<file path="src/rtl/ctf_pkg.sv">
// ----------------------------------------------------------------------------
// ctf_pkg
// Shared constants, types and the arctangent table of the tilt filter.
// ----------------------------------------------------------------------------
`default_nettype none
package ctf_pkg;

  localparam int CORDIC_ITERATIONS_DEF = 16;
  localparam int ATAN_LEN   = 24;
  localparam int CW         = 38;   // CORDIC vector width
  localparam int ZW         = 32;   // CORDIC angle width
  localparam int GW         = 42;   // gyro-path term width
  localparam int AW         = 40;   // scaled accelerometer angle width
  localparam int MW         = 60;   // blend accumulator width
  localparam int CFG_IDX_W  = 8;
  localparam int CFG_DATA_W = 24;

  localparam logic signed [ZW-1:0] QUARTER_TURN   = 32'sd377487360;
  localparam logic signed [31:0]   CORDIC_GAIN_Q30 = 32'sd1768195363;

  localparam logic [CFG_IDX_W-1:0] REG_BLEND_WEIGHT = 8'd0;
  localparam logic [CFG_IDX_W-1:0] REG_GYRO_GAIN    = 8'd1;

  localparam logic [15:0] BLEND_WEIGHT_RST = 16'd64225;
  localparam logic [23:0] GYRO_GAIN_RST    = 24'd81966;

  typedef enum logic [2:0] {
    S_IDLE, S_PASS1, S_SCALE, S_PASS2, S_ROUND, S_BLEND, S_OUT
  } ctf_state_t;

  typedef struct packed {
    logic start;
    logic done;
  } ctf_unit_ctl_t;

  function automatic logic signed [ZW-1:0] atan_entry(input logic [4:0] idx);
    logic signed [ZW-1:0] v;
    unique case (idx)
      5'd0:  v = 32'sd188743680;
      5'd1:  v = 32'sd111421900;
      5'd2:  v = 32'sd58872272;
      5'd3:  v = 32'sd29884485;
      5'd4:  v = 32'sd15000234;
      5'd5:  v = 32'sd7507429;
      5'd6:  v = 32'sd3754631;
      5'd7:  v = 32'sd1877430;
      5'd8:  v = 32'sd938729;
      5'd9:  v = 32'sd469366;
      5'd10: v = 32'sd234683;
      5'd11: v = 32'sd117342;
      5'd12: v = 32'sd58671;
      5'd13: v = 32'sd29335;
      5'd14: v = 32'sd14668;
      5'd15: v = 32'sd7334;
      5'd16: v = 32'sd3667;
      5'd17: v = 32'sd1833;
      5'd18: v = 32'sd917;
      5'd19: v = 32'sd458;
      5'd20: v = 32'sd229;
      5'd21: v = 32'sd115;
      5'd22: v = 32'sd57;
      5'd23: v = 32'sd29;
      default: v = '0;
    endcase
    return v;
  endfunction

endpackage
`default_nettype wire

</file>
<file path="src/rtl/ctf_if.sv">
// ----------------------------------------------------------------------------
// ctf_if
// Channel interfaces: sample input, filtered result and register writes.
// ----------------------------------------------------------------------------
`default_nettype none
interface ctf_in_if;
  logic               valid;
  logic               ready;
  logic signed [15:0] accel_x;
  logic signed [15:0] accel_y;
  logic signed [15:0] accel_z;
  logic signed [15:0] rate_x;
  logic signed [15:0] rate_y;
  modport source (output valid, accel_x, accel_y, accel_z, rate_x, rate_y, input ready);
  modport sink   (input valid, accel_x, accel_y, accel_z, rate_x, rate_y, output ready);
endinterface

interface ctf_out_if;
  logic               valid;
  logic               ready;
  logic signed [15:0] pitch_out;
  logic signed [15:0] roll_out;
  logic signed [14:0] grav_pitch_out;
  logic signed [13:0] grav_roll_out;
  modport source (output valid, pitch_out, roll_out, grav_pitch_out, grav_roll_out,
                  input ready);
  modport sink   (input valid, pitch_out, roll_out, grav_pitch_out, grav_roll_out,
                  output ready);
endinterface

interface ctf_cfg_if;
  logic        valid;
  logic        ready;
  logic [7:0]  index;
  logic [23:0] data;
  modport source (output valid, index, data, input ready);
  modport sink   (input valid, index, data, output ready);
endinterface
`default_nettype wire

</file>
<file path="src/rtl/ctf_cordic.sv">
// ----------------------------------------------------------------------------
// ctf_cordic
// Vectoring CORDIC, one micro-rotation per cycle, reused for both passes.
// ----------------------------------------------------------------------------
`default_nettype none
module ctf_cordic
  import ctf_pkg::*;
#(
  parameter int ITERATIONS = CORDIC_ITERATIONS_DEF
) (
  input  wire logic                 clk,
  input  wire logic                 rst_n,
  input  wire ctf_unit_ctl_t        ctl_in,
  output      ctf_unit_ctl_t        ctl_out,
  input  wire logic signed [CW-1:0] x0,
  input  wire logic signed [CW-1:0] y0,
  output      logic signed [CW-1:0] mag,
  output      logic signed [ZW-1:0] angle
);
  localparam int NI = (ITERATIONS > ATAN_LEN) ? ATAN_LEN : ITERATIONS;

  logic signed [CW-1:0] x_r, y_r;
  logic signed [ZW-1:0] z_r;
  logic [4:0]           i_r;
  logic                 busy_r, zero_r, done_r;

  always_ff @(posedge clk) begin
    if (!rst_n) begin
      busy_r <= 1'b0;
      done_r <= 1'b0;
    end else begin
      done_r <= 1'b0;
      if (ctl_in.start) begin
        busy_r <= 1'b1;
        i_r    <= '0;
        zero_r <= (x0 == '0) && (y0 == '0);
        if (x0 < 0) begin
          if (y0 >= 0) begin
            x_r <= y0; y_r <= -x0; z_r <= QUARTER_TURN;
          end else begin
            x_r <= -y0; y_r <= x0; z_r <= -QUARTER_TURN;
          end
        end else begin
          x_r <= x0; y_r <= y0; z_r <= '0;
        end
      end else if (busy_r) begin
        if (y_r > 0) begin
          x_r <= x_r + (y_r >>> i_r);
          y_r <= y_r - (x_r >>> i_r);
          z_r <= z_r + atan_entry(i_r);
        end else begin
          x_r <= x_r - (y_r >>> i_r);
          y_r <= y_r + (x_r >>> i_r);
          z_r <= z_r - atan_entry(i_r);
        end
        i_r <= i_r + 5'd1;
        if (i_r == 5'(NI - 1)) begin
          busy_r <= 1'b0;
          done_r <= 1'b1;
        end
      end
    end
  end

  assign mag           = zero_r ? '0 : x_r;
  assign angle         = zero_r ? '0 : z_r;
  assign ctl_out.done  = done_r;
  assign ctl_out.start = 1'b0;
endmodule
`default_nettype wire

</file>
<file path="src/rtl/ctf_blend.sv">
// ----------------------------------------------------------------------------
// ctf_blend
// Bit-serial weighted blend: alpha*G + (1-alpha)*A, one weight bit per cycle.
// ----------------------------------------------------------------------------
`default_nettype none
module ctf_blend
  import ctf_pkg::*;
(
  input  wire logic                 clk,
  input  wire logic                 rst_n,
  input  wire ctf_unit_ctl_t        ctl_in,
  output      ctf_unit_ctl_t        ctl_out,
  input  wire logic signed [GW-1:0] g,
  input  wire logic signed [AW-1:0] a,
  input  wire logic [15:0]          alpha,
  output      logic signed [15:0]   result
);
  logic signed [MW-1:0] acc_r, acc_nxt;
  logic [16:0]          wa_r, wb_r;
  logic [4:0]           k_r;
  logic                 busy_r, done_r;
  logic signed [MW-1:0] rnd;
  logic signed [19:0]   q;

  always_comb begin
    acc_nxt = (acc_r <<< 1)
            + (wa_r[16] ? MW'(g) : '0)
            + (wb_r[16] ? MW'(a) : '0);
  end

  always_ff @(posedge clk) begin
    if (!rst_n) begin
      busy_r <= 1'b0;
      done_r <= 1'b0;
    end else begin
      done_r <= 1'b0;
      if (ctl_in.start) begin
        busy_r <= 1'b1;
        acc_r  <= '0;
        wa_r   <= {1'b0, alpha};
        wb_r   <= 17'h10000 - {1'b0, alpha};
        k_r    <= '0;
      end else if (busy_r) begin
        acc_r <= acc_nxt;
        wa_r  <= wa_r << 1;
        wb_r  <= wb_r << 1;
        k_r   <= k_r + 5'd1;
        if (k_r == 5'd16) begin
          busy_r <= 1'b0;
          done_r <= 1'b1;
        end
      end
    end
  end

  always_comb begin
    rnd = acc_r + (MW'(1) <<< 39);
    q   = 20'(rnd >>> 40);
    if (q > 20'sd32767)       result = 16'sh7FFF;
    else if (q < -20'sd32768) result = 16'sh8000;
    else                      result = q[15:0];
  end

  assign ctl_out.done  = done_r;
  assign ctl_out.start = 1'b0;
endmodule
`default_nettype wire

</file>
<file path="src/rtl/complementary_tilt_filter_unit.sv">
// ----------------------------------------------------------------------------
// complementary_tilt_filter_unit
// Pitch and roll complementary filter from raw accelerometer and gyro samples.
// ----------------------------------------------------------------------------
// The unit works on one sample at a time. A sample transfer is taken only
// while the unit is idle; it then runs a vectoring CORDIC on (accel_z,
// accel_y) for the accelerometer pitch, scales -accel_x by the CORDIC gain and
// runs the same CORDIC unit again on (magnitude, scaled x) for the roll. Each
// pass runs CORDIC_ITERATIONS micro-rotations (capped at 24), and these
// dominate the latency. The angles are then rounded to 1/64 degree and the
// two blends run bit-serially over the 17-bit weights, in parallel for pitch
// and roll. The result sits in an output register, and the unit is ready
// for the next sample as soon as the result is loaded, even while it waits
// to be taken. Register writes must only be made while the unit is idle;
// register 0 is the blend weight alpha (Q0.16) and register 1 the gyro step
// gain (Q0.24).
// ----------------------------------------------------------------------------
`default_nettype none
module complementary_tilt_filter_unit
  import ctf_pkg::*;
#(
  parameter int CORDIC_ITERATIONS = CORDIC_ITERATIONS_DEF
) (
  input wire logic  clk,
  input wire logic  rst_n,
  ctf_in_if.sink    in_ch,
  ctf_out_if.source out_ch,
  ctf_cfg_if.sink   cfg_ch
);

  ctf_state_t state_r, state_nxt;

  // Configuration registers.
  logic [15:0] blend_weight_r;
  logic [23:0] gyro_gain_r;

  // Filter state.
  logic signed [15:0] pitch_r, roll_r;

  // Sample and intermediate registers.
  logic signed [15:0]   ax_r, rx_r, ry_r;
  logic signed [CW-1:0] mag_r;
  logic signed [ZW-1:0] zp_r, zr_r;
  logic signed [48:0]   prod_r;
  logic signed [GW-1:0] gp_r, gr_r;

  // Output register.
  logic               out_valid_r;
  logic signed [15:0] out_pitch_r, out_roll_r;
  logic signed [14:0] out_accp_r;
  logic signed [13:0] out_accr_r;

  ctf_unit_ctl_t cor_in, cor_out, bp_in, bp_out, br_in, br_out;
  logic signed [CW-1:0] cor_x0, cor_y0, cor_mag;
  logic signed [ZW-1:0] cor_angle;
  logic signed [15:0]   new_pitch, new_roll;
  logic signed [32:0]   zp_rnd, zr_rnd;
  logic signed [16:0]   zp_q, zr_q;
  logic                 in_fire, out_load;
  logic                 blend_pair_done;

  assign cfg_ch.ready = 1'b1;
  assign in_ch.ready  = (state_r == S_IDLE);
  assign in_fire      = in_ch.valid && in_ch.ready;
  assign out_load     = (state_r == S_OUT) && (!out_valid_r || out_ch.ready);

  // Both blends start together and take the same number of cycles, so the
  // roll done flag only confirms the pitch one.
  assign blend_pair_done = bp_out.done && br_out.done;

  always_ff @(posedge clk) begin
    if (!rst_n) begin
      blend_weight_r <= BLEND_WEIGHT_RST;
      gyro_gain_r    <= GYRO_GAIN_RST;
    end else if (cfg_ch.valid) begin
      unique case (cfg_ch.index)
        REG_BLEND_WEIGHT: blend_weight_r <= cfg_ch.data[15:0];
        REG_GYRO_GAIN:    gyro_gain_r    <= cfg_ch.data;
        default: ;
      endcase
    end
  end

  always_ff @(posedge clk) begin
    if (!rst_n) state_r <= S_IDLE;
    else        state_r <= state_nxt;
  end

  always_comb begin
    state_nxt    = state_r;
    cor_in.start = 1'b0;
    cor_in.done  = 1'b0;
    bp_in.start  = 1'b0;
    bp_in.done   = 1'b0;
    cor_x0 = {{(CW-32){in_ch.accel_z[15]}}, in_ch.accel_z, 16'b0};
    cor_y0 = {{(CW-32){in_ch.accel_y[15]}}, in_ch.accel_y, 16'b0};
    unique case (state_r)
      S_IDLE: begin
        if (in_fire) begin
          cor_in.start = 1'b1;
          state_nxt    = S_PASS1;
        end
      end
      S_PASS1: if (cor_out.done) state_nxt = S_SCALE;
      S_SCALE: begin
        // Second pass: the pitch magnitude against -accel_x times the gain.
        cor_x0       = mag_r;
        cor_y0       = CW'(prod_r >>> 14);
        cor_in.start = 1'b1;
        state_nxt    = S_PASS2;
      end
      S_PASS2: if (cor_out.done) state_nxt = S_ROUND;
      S_ROUND: begin
        bp_in.start = 1'b1;
        state_nxt   = S_BLEND;
      end
      S_BLEND: if (blend_pair_done) state_nxt = S_OUT;
      S_OUT:   if (out_load) state_nxt = S_IDLE;
      default: state_nxt = S_IDLE;
    endcase
    br_in = bp_in;
  end

  // Rounding of the CORDIC angles to 1/64 degree with range clamps.
  always_comb begin
    zp_rnd = 33'(zp_r) + 33'sd32768;
    zr_rnd = 33'(zr_r) + 33'sd32768;
    zp_q   = 17'(zp_rnd >>> 16);
    zr_q   = 17'(zr_rnd >>> 16);
  end

  always_ff @(posedge clk) begin
    if (in_fire) begin
      ax_r <= in_ch.accel_x;
      rx_r <= in_ch.rate_x;
      ry_r <= in_ch.rate_y;
    end
    if (state_r == S_PASS1 && cor_out.done) begin
      mag_r  <= cor_mag;
      zp_r   <= cor_angle;
      prod_r <= 49'((-(17'(ax_r))) * CORDIC_GAIN_Q30);
    end
    if (state_r == S_PASS2 && cor_out.done) begin
      zr_r <= cor_angle;
      gp_r <= (GW'(pitch_r) <<< 24) + GW'(rx_r * $signed({1'b0, gyro_gain_r}));
      gr_r <= (GW'(roll_r) <<< 24) + GW'(ry_r * $signed({1'b0, gyro_gain_r}));
    end
  end

  // Clamped accelerometer angles are taken once both passes are finished.
  logic signed [14:0] acc_p_val;
  logic signed [13:0] acc_r_val;
  always_comb begin
    if (zp_q > 17'sd11520)       acc_p_val = 15'sd11520;
    else if (zp_q < -17'sd11520) acc_p_val = -15'sd11520;
    else                         acc_p_val = zp_q[14:0];
    if (zr_q > 17'sd5760)        acc_r_val = 14'sd5760;
    else if (zr_q < -17'sd5760)  acc_r_val = -14'sd5760;
    else                         acc_r_val = zr_q[13:0];
  end

  always_ff @(posedge clk) begin
    if (!rst_n) begin
      pitch_r     <= '0;
      roll_r      <= '0;
      out_valid_r <= 1'b0;
    end else begin
      if (out_ch.valid && out_ch.ready) out_valid_r <= 1'b0;
      if (out_load) begin
        out_valid_r <= 1'b1;
        pitch_r     <= new_pitch;
        roll_r      <= new_roll;
        out_pitch_r <= new_pitch;
        out_roll_r  <= new_roll;
        out_accp_r  <= acc_p_val;
        out_accr_r  <= acc_r_val;
      end
    end
  end

  ctf_cordic #(.ITERATIONS(CORDIC_ITERATIONS)) u_cordic (
    .clk     (clk),
    .rst_n   (rst_n),
    .ctl_in  (cor_in),
    .ctl_out (cor_out),
    .x0      (cor_x0),
    .y0      (cor_y0),
    .mag     (cor_mag),
    .angle   (cor_angle)
  );

  ctf_blend u_blend_pitch (
    .clk     (clk),
    .rst_n   (rst_n),
    .ctl_in  (bp_in),
    .ctl_out (bp_out),
    .g       (gp_r),
    .a       (AW'(acc_p_val) <<< 24),
    .alpha   (blend_weight_r),
    .result  (new_pitch)
  );

  ctf_blend u_blend_roll (
    .clk     (clk),
    .rst_n   (rst_n),
    .ctl_in  (br_in),
    .ctl_out (br_out),
    .g       (gr_r),
    .a       (AW'(acc_r_val) <<< 24),
    .alpha   (blend_weight_r),
    .result  (new_roll)
  );

  assign out_ch.valid          = out_valid_r;
  assign out_ch.pitch_out      = out_pitch_r;
  assign out_ch.roll_out       = out_roll_r;
  assign out_ch.grav_pitch_out = out_accp_r;
  assign out_ch.grav_roll_out  = out_accr_r;

endmodule
`default_nettype wire
</file>
<file path="src/flat_wrapper.sv">
// flat-port wrapper written by rule: the top's interface ports become plain ports
module complementary_tilt_filter_unit_flat import ctf_pkg::*;
#(
  parameter int CORDIC_ITERATIONS = CORDIC_ITERATIONS_DEF
)
  (clk, rst_n, in_ch_valid, in_ch_accel_x, in_ch_accel_y, in_ch_accel_z, in_ch_rate_x, in_ch_rate_y, in_ch_ready, out_ch_valid, out_ch_pitch_out, out_ch_roll_out, out_ch_grav_pitch_out, out_ch_grav_roll_out, out_ch_ready, cfg_ch_valid, cfg_ch_index, cfg_ch_data, cfg_ch_ready);
  ctf_in_if in_ch_i ();
  ctf_out_if out_ch_i ();
  ctf_cfg_if cfg_ch_i ();
  input wire logic clk;
  input wire logic rst_n;
  input wire logic [$bits(in_ch_i.valid)-1:0] in_ch_valid;
  input wire logic [$bits(in_ch_i.accel_x)-1:0] in_ch_accel_x;
  input wire logic [$bits(in_ch_i.accel_y)-1:0] in_ch_accel_y;
  input wire logic [$bits(in_ch_i.accel_z)-1:0] in_ch_accel_z;
  input wire logic [$bits(in_ch_i.rate_x)-1:0] in_ch_rate_x;
  input wire logic [$bits(in_ch_i.rate_y)-1:0] in_ch_rate_y;
  output wire logic [$bits(in_ch_i.ready)-1:0] in_ch_ready;
  output wire logic [$bits(out_ch_i.valid)-1:0] out_ch_valid;
  output wire logic [$bits(out_ch_i.pitch_out)-1:0] out_ch_pitch_out;
  output wire logic [$bits(out_ch_i.roll_out)-1:0] out_ch_roll_out;
  output wire logic [$bits(out_ch_i.grav_pitch_out)-1:0] out_ch_grav_pitch_out;
  output wire logic [$bits(out_ch_i.grav_roll_out)-1:0] out_ch_grav_roll_out;
  input wire logic [$bits(out_ch_i.ready)-1:0] out_ch_ready;
  input wire logic [$bits(cfg_ch_i.valid)-1:0] cfg_ch_valid;
  input wire logic [$bits(cfg_ch_i.index)-1:0] cfg_ch_index;
  input wire logic [$bits(cfg_ch_i.data)-1:0] cfg_ch_data;
  output wire logic [$bits(cfg_ch_i.ready)-1:0] cfg_ch_ready;
  assign in_ch_i.valid = in_ch_valid;
  assign in_ch_i.accel_x = in_ch_accel_x;
  assign in_ch_i.accel_y = in_ch_accel_y;
  assign in_ch_i.accel_z = in_ch_accel_z;
  assign in_ch_i.rate_x = in_ch_rate_x;
  assign in_ch_i.rate_y = in_ch_rate_y;
  assign in_ch_ready = in_ch_i.ready;
  assign out_ch_valid = out_ch_i.valid;
  assign out_ch_pitch_out = out_ch_i.pitch_out;
  assign out_ch_roll_out = out_ch_i.roll_out;
  assign out_ch_grav_pitch_out = out_ch_i.grav_pitch_out;
  assign out_ch_grav_roll_out = out_ch_i.grav_roll_out;
  assign out_ch_i.ready = out_ch_ready;
  assign cfg_ch_i.valid = cfg_ch_valid;
  assign cfg_ch_i.index = cfg_ch_index;
  assign cfg_ch_i.data = cfg_ch_data;
  assign cfg_ch_ready = cfg_ch_i.ready;
  complementary_tilt_filter_unit #(.CORDIC_ITERATIONS(CORDIC_ITERATIONS)) u_core (.clk(clk), .rst_n(rst_n), .in_ch(in_ch_i), .out_ch(out_ch_i), .cfg_ch(cfg_ch_i));
endmodule
</file>
<file path="config.mk">
export PLATFORM = sky130hd
export DESIGN_NAME = complementary_tilt_filter_unit_flat
export DESIGN_NICKNAME = d
export VERILOG_FILES = /design/src/rtl/ctf_pkg.sv /design/src/rtl/ctf_if.sv /design/src/rtl/ctf_cordic.sv /design/src/rtl/ctf_blend.sv /design/src/rtl/complementary_tilt_filter_unit.sv /design/src/flat_wrapper.sv
export SDC_FILE = /design/constraint.sdc
export NUM_CORES = 2
export LEC_CHECK = 0
export ABC_AREA = 1
export BUFFER_PORTS_ARGS = -buffer_cell sky130_fd_sc_hd__buf_2
export CAP_MARGIN = 20
export CORE_MARGIN = 1.5
export CORE_UTILIZATION = 55
export DETAILED_ROUTE_END_ITERATION = 8
export PLACE_DENSITY_LB_ADDON = 0.12
export SLEW_MARGIN = 20
export SYNTH_ARGS = -nofsm -noshare
export SYNTH_HDL_FRONTEND = slang
export SYNTH_HIERARCHICAL = 1
export SYNTH_SLANG_ARGS = --single-unit
</file>
<file path="constraint.sdc">
create_clock -name clk -period 13.49 [get_ports clk]
set_input_delay 1.349 -clock clk [delete_from_list [all_inputs] [get_ports clk]]
set_output_delay 1.349 -clock clk [all_outputs]
set_load 0.005 [all_outputs]
</file>
==> run metrics <==
Worst Setup Start Kind=flip-flop; Max Slew Vio Count=0; nets@finish=between 15000 and 20000; Port Buffer Count=179; largest fanout on the critical path=10; beginning of the worst hold path=u_core/u_cordic/busy_r$_SDFF_PN0_; fraction of final layout cells with drive strength greater than 1=under 10%; Worst Hold Class=flip-flop to flip-flop; register clock-pin slew on the reported worst setup and hold paths=roughly 0.06 ns; Post-Place Worst Slack=between 4 and 5 ns; Mapped Cells=around 14000; cell mode on critical path=sky130_fd_sc_hd__fa_1; width of the die=between 400 and 500 um; sum of net half-perimeters after detailed placement=roughly 270000 um; data required time at the worst endpoint=13.94 ns; number of routed nets with antenna violations=0; mapped cell area=slightly above 100000 um2; M1 GR Usage=about 53%; antenna violations before repair=8; maximum cell stage delay along the critical path=0.61 ns; number of placed I/O pins=181; CTS tree=yes; number of setup violations in the final report=0; met3 demand-to-capacity share in global routing=under 10%; post-route fraction of the period consumed by the critical path=a little under two thirds; Crit Path Class=flip-flop to flip-flop; global-route track usage on met2=between 50% and 60%; yosys warns=6; global-route usage over all layers=35.8%; reg-to-reg setup timing slack=4.86 ns; Post-Synthesis Mean Instance Area=about 7.3 um2; post-route clock skew=0.0487 ns; routing layer with the top usage in global route=met2; number of global-route vias before repair=88900; Max Clk Rate=0.116 GHz; R2R Path End=u_core/prod_r[46]$_DFFE_PP_; PostCTS Resize Cnt=0; terminating pin of the worst hold path=u_core/u_cordic/done_r$_SDFF_PP0_; first-pass GRT wire length=between 500000 and 600000 um; synth-to-layout area growth=6.41%; outcome=complete, no violations; CTS buffer count=89; drt first pass iters=7; post-DR vias/cell=between 5 and 6; slowest CP cell=sky130_fd_sc_hd__edfxtp_1; DRC viols=0; chip height=between 400 and 500 um; sum of negative setup slack=0 ns; worst hold slack after final layout=approximately 0.47 ns; Detailed Route Iter0 Violations=roughly 11000; maximum number of pins on one net before global-route repair=101; maximum number of buffers from clock root to sink=3; die area=~190000 um2; MaxCap Viol Count=0; Max transition margin=about a fifth; post-layout min period=between 8 and 9 ns; effective utilization at floorplan=55.5%; vias post-DR=around 92000; category of the worst setup path capture point=flip-flop; cell row count=between 150 and 200; worst slew pin tran=roughly 1.2 ns; startpoint of the most critical register-to-register path=u_core/ax_r[0]$_DFFE_PP_; number of clock sinks=around 700; Worst-Skew Late Latency=0.76 ns; overflow left after global routing=0; RSZ-0062 raised after global routing=false; CORE AREA=around 180000 um2; per-cell routed wire length=around 20 um; worst path setup slack after routing=4.86 ns; H-tree lvl count=3; hold-fix buffers at CTS=0; cells on worst reg2reg path=28; hold-critical path depth=2; Final Hold Violating Endpoints=0; post-CTS setup repair buffer count=0; Routed Wire Length=roughly 340000 um; data arrival time of the critical path=a little over 9 ns; root buffer cell=sky130_fd_sc_hd__clkbuf_16; routability congestion estimate from global placement=roughly 1
sequential cells by signal, summed over array words and instances, names as in the netlist, 17 cells and up, named ones only:
name and cells:
u_core/u_blend_roll/wa_r 17, u_core/zr_r 17, u_core/u_cordic/y_r 38, u_core/gp_r 42, u_core/u_blend_roll/acc_r 60, u_core/u_blend_pitch/wa_r 17
u_core/gr_r 42, u_core/u_cordic/x_r 38, u_core/prod_r 35, u_core/mag_r 38, u_core/gyro_gain_r 24, u_core/u_cordic/z_r 32
u_core/u_blend_pitch/acc_r 60, u_core/zp_r 17
cell type report:
cell class              count  area, um2
fillers                 17400      75100
repair buffers            278       1720
well taps                2464       3080
inverters                3186      12000
clock buffers             107       2370
diodes                      4       10.0
flip-flops and latches    720      20500
multi-input cells        9716      67900
clock inverters            60        776
critical path: cells and delay by family, from the launching register on:
kind            cells  cell delay, ns
compound gates      4            0.86
fa+ha+maj          10            4.55
buf+inv             6            0.81
simple gates        7            1.35
flops               1            0.61
xor+xnor            1            0.16
layout by cell type (no fill, tap or decap), types with 30 or more instances in the layout:
cell                           n
sky130_fd_sc_hd__clkbuf_16    92
sky130_fd_sc_hd__nand2_2      88
sky130_fd_sc_hd__dfxtp_1     107
sky130_fd_sc_hd__buf_2       179
sky130_fd_sc_hd__nor4_1       32
sky130_fd_sc_hd__nand4_1      68
sky130_fd_sc_hd__a21oi_1     574
sky130_fd_sc_hd__xor2_1      244
sky130_fd_sc_hd__fa_1       1063
sky130_fd_sc_hd__a21o_1       35
sky130_fd_sc_hd__nor3_1      120
sky130_fd_sc_hd__o211ai_1     37
sky130_fd_sc_hd__mux2_2       30
sky130_fd_sc_hd__buf_4        93
sky130_fd_sc_hd__edfxtp_1    610
sky130_fd_sc_hd__inv_2        31
sky130_fd_sc_hd__nor2_1     1134
sky130_fd_sc_hd__inv_1      3144
sky130_fd_sc_hd__nand2_1    3606
sky130_fd_sc_hd__xnor2_1      94
sky130_fd_sc_hd__o21ai_0     515
sky130_fd_sc_hd__nand3_1     761
sky130_fd_sc_hd__conb_1       49
sky130_fd_sc_hd__nor2_2       36
sky130_fd_sc_hd__a31oi_1      73
sky130_fd_sc_hd__ha_1        839
routing by layer:
metal	up-vias	wire, um
li1	43000	-
met1	44300	149000
met2	4282	145000
met3	536	33200
met4	6	10700
met5	-	34
per-stage QoR:
step	instances	area [um2]	utilization (%)
floorplan	14000	102000	-
global placement	16400	105000	57.3
detailed placement	16400	105000	57.3
CTS	16500	108000	59.0
global route	16500	108000	59.1
finish	16500	108000	59.1
worst max-delay path by stage:
| stage | from | end | depth (start not counted) | slack [ns] |
|---|---|---|---|---|
| finish | u_core/ax_r[0]$_DFFE_PP_ | u_core/prod_r[46]$_DFFE_PP_ | 28 | 4.86 |
| global route | u_core/ax_r[0]$_DFFE_PP_ | u_core/prod_r[42]$_DFFE_PP_ | 29 | 4.34 |
| CTS | u_core/ax_r[0]$_DFFE_PP_ | u_core/prod_r[48]$_DFFE_PP_ | 32 | 4.82 |
| detailed placement | u_core/ax_r[0]$_DFFE_PP_ | u_core/prod_r[48]$_DFFE_PP_ | 32 | 4.85 |
| global placement | u_core/ax_r[0]$_DFFE_PP_ | u_core/prod_r[48]$_DFFE_PP_ | 32 | 4.86 |
| floorplan | u_core/state_r[1]$_SDFFE_PN0P_ | u_core/gp_r[0]$_DFFE_PP_ | 3 | 2.59 |
Power is left out: the tool's default activity adds up to more than one toggle a clock period on the data nets, which glitch-free logic cannot reach.
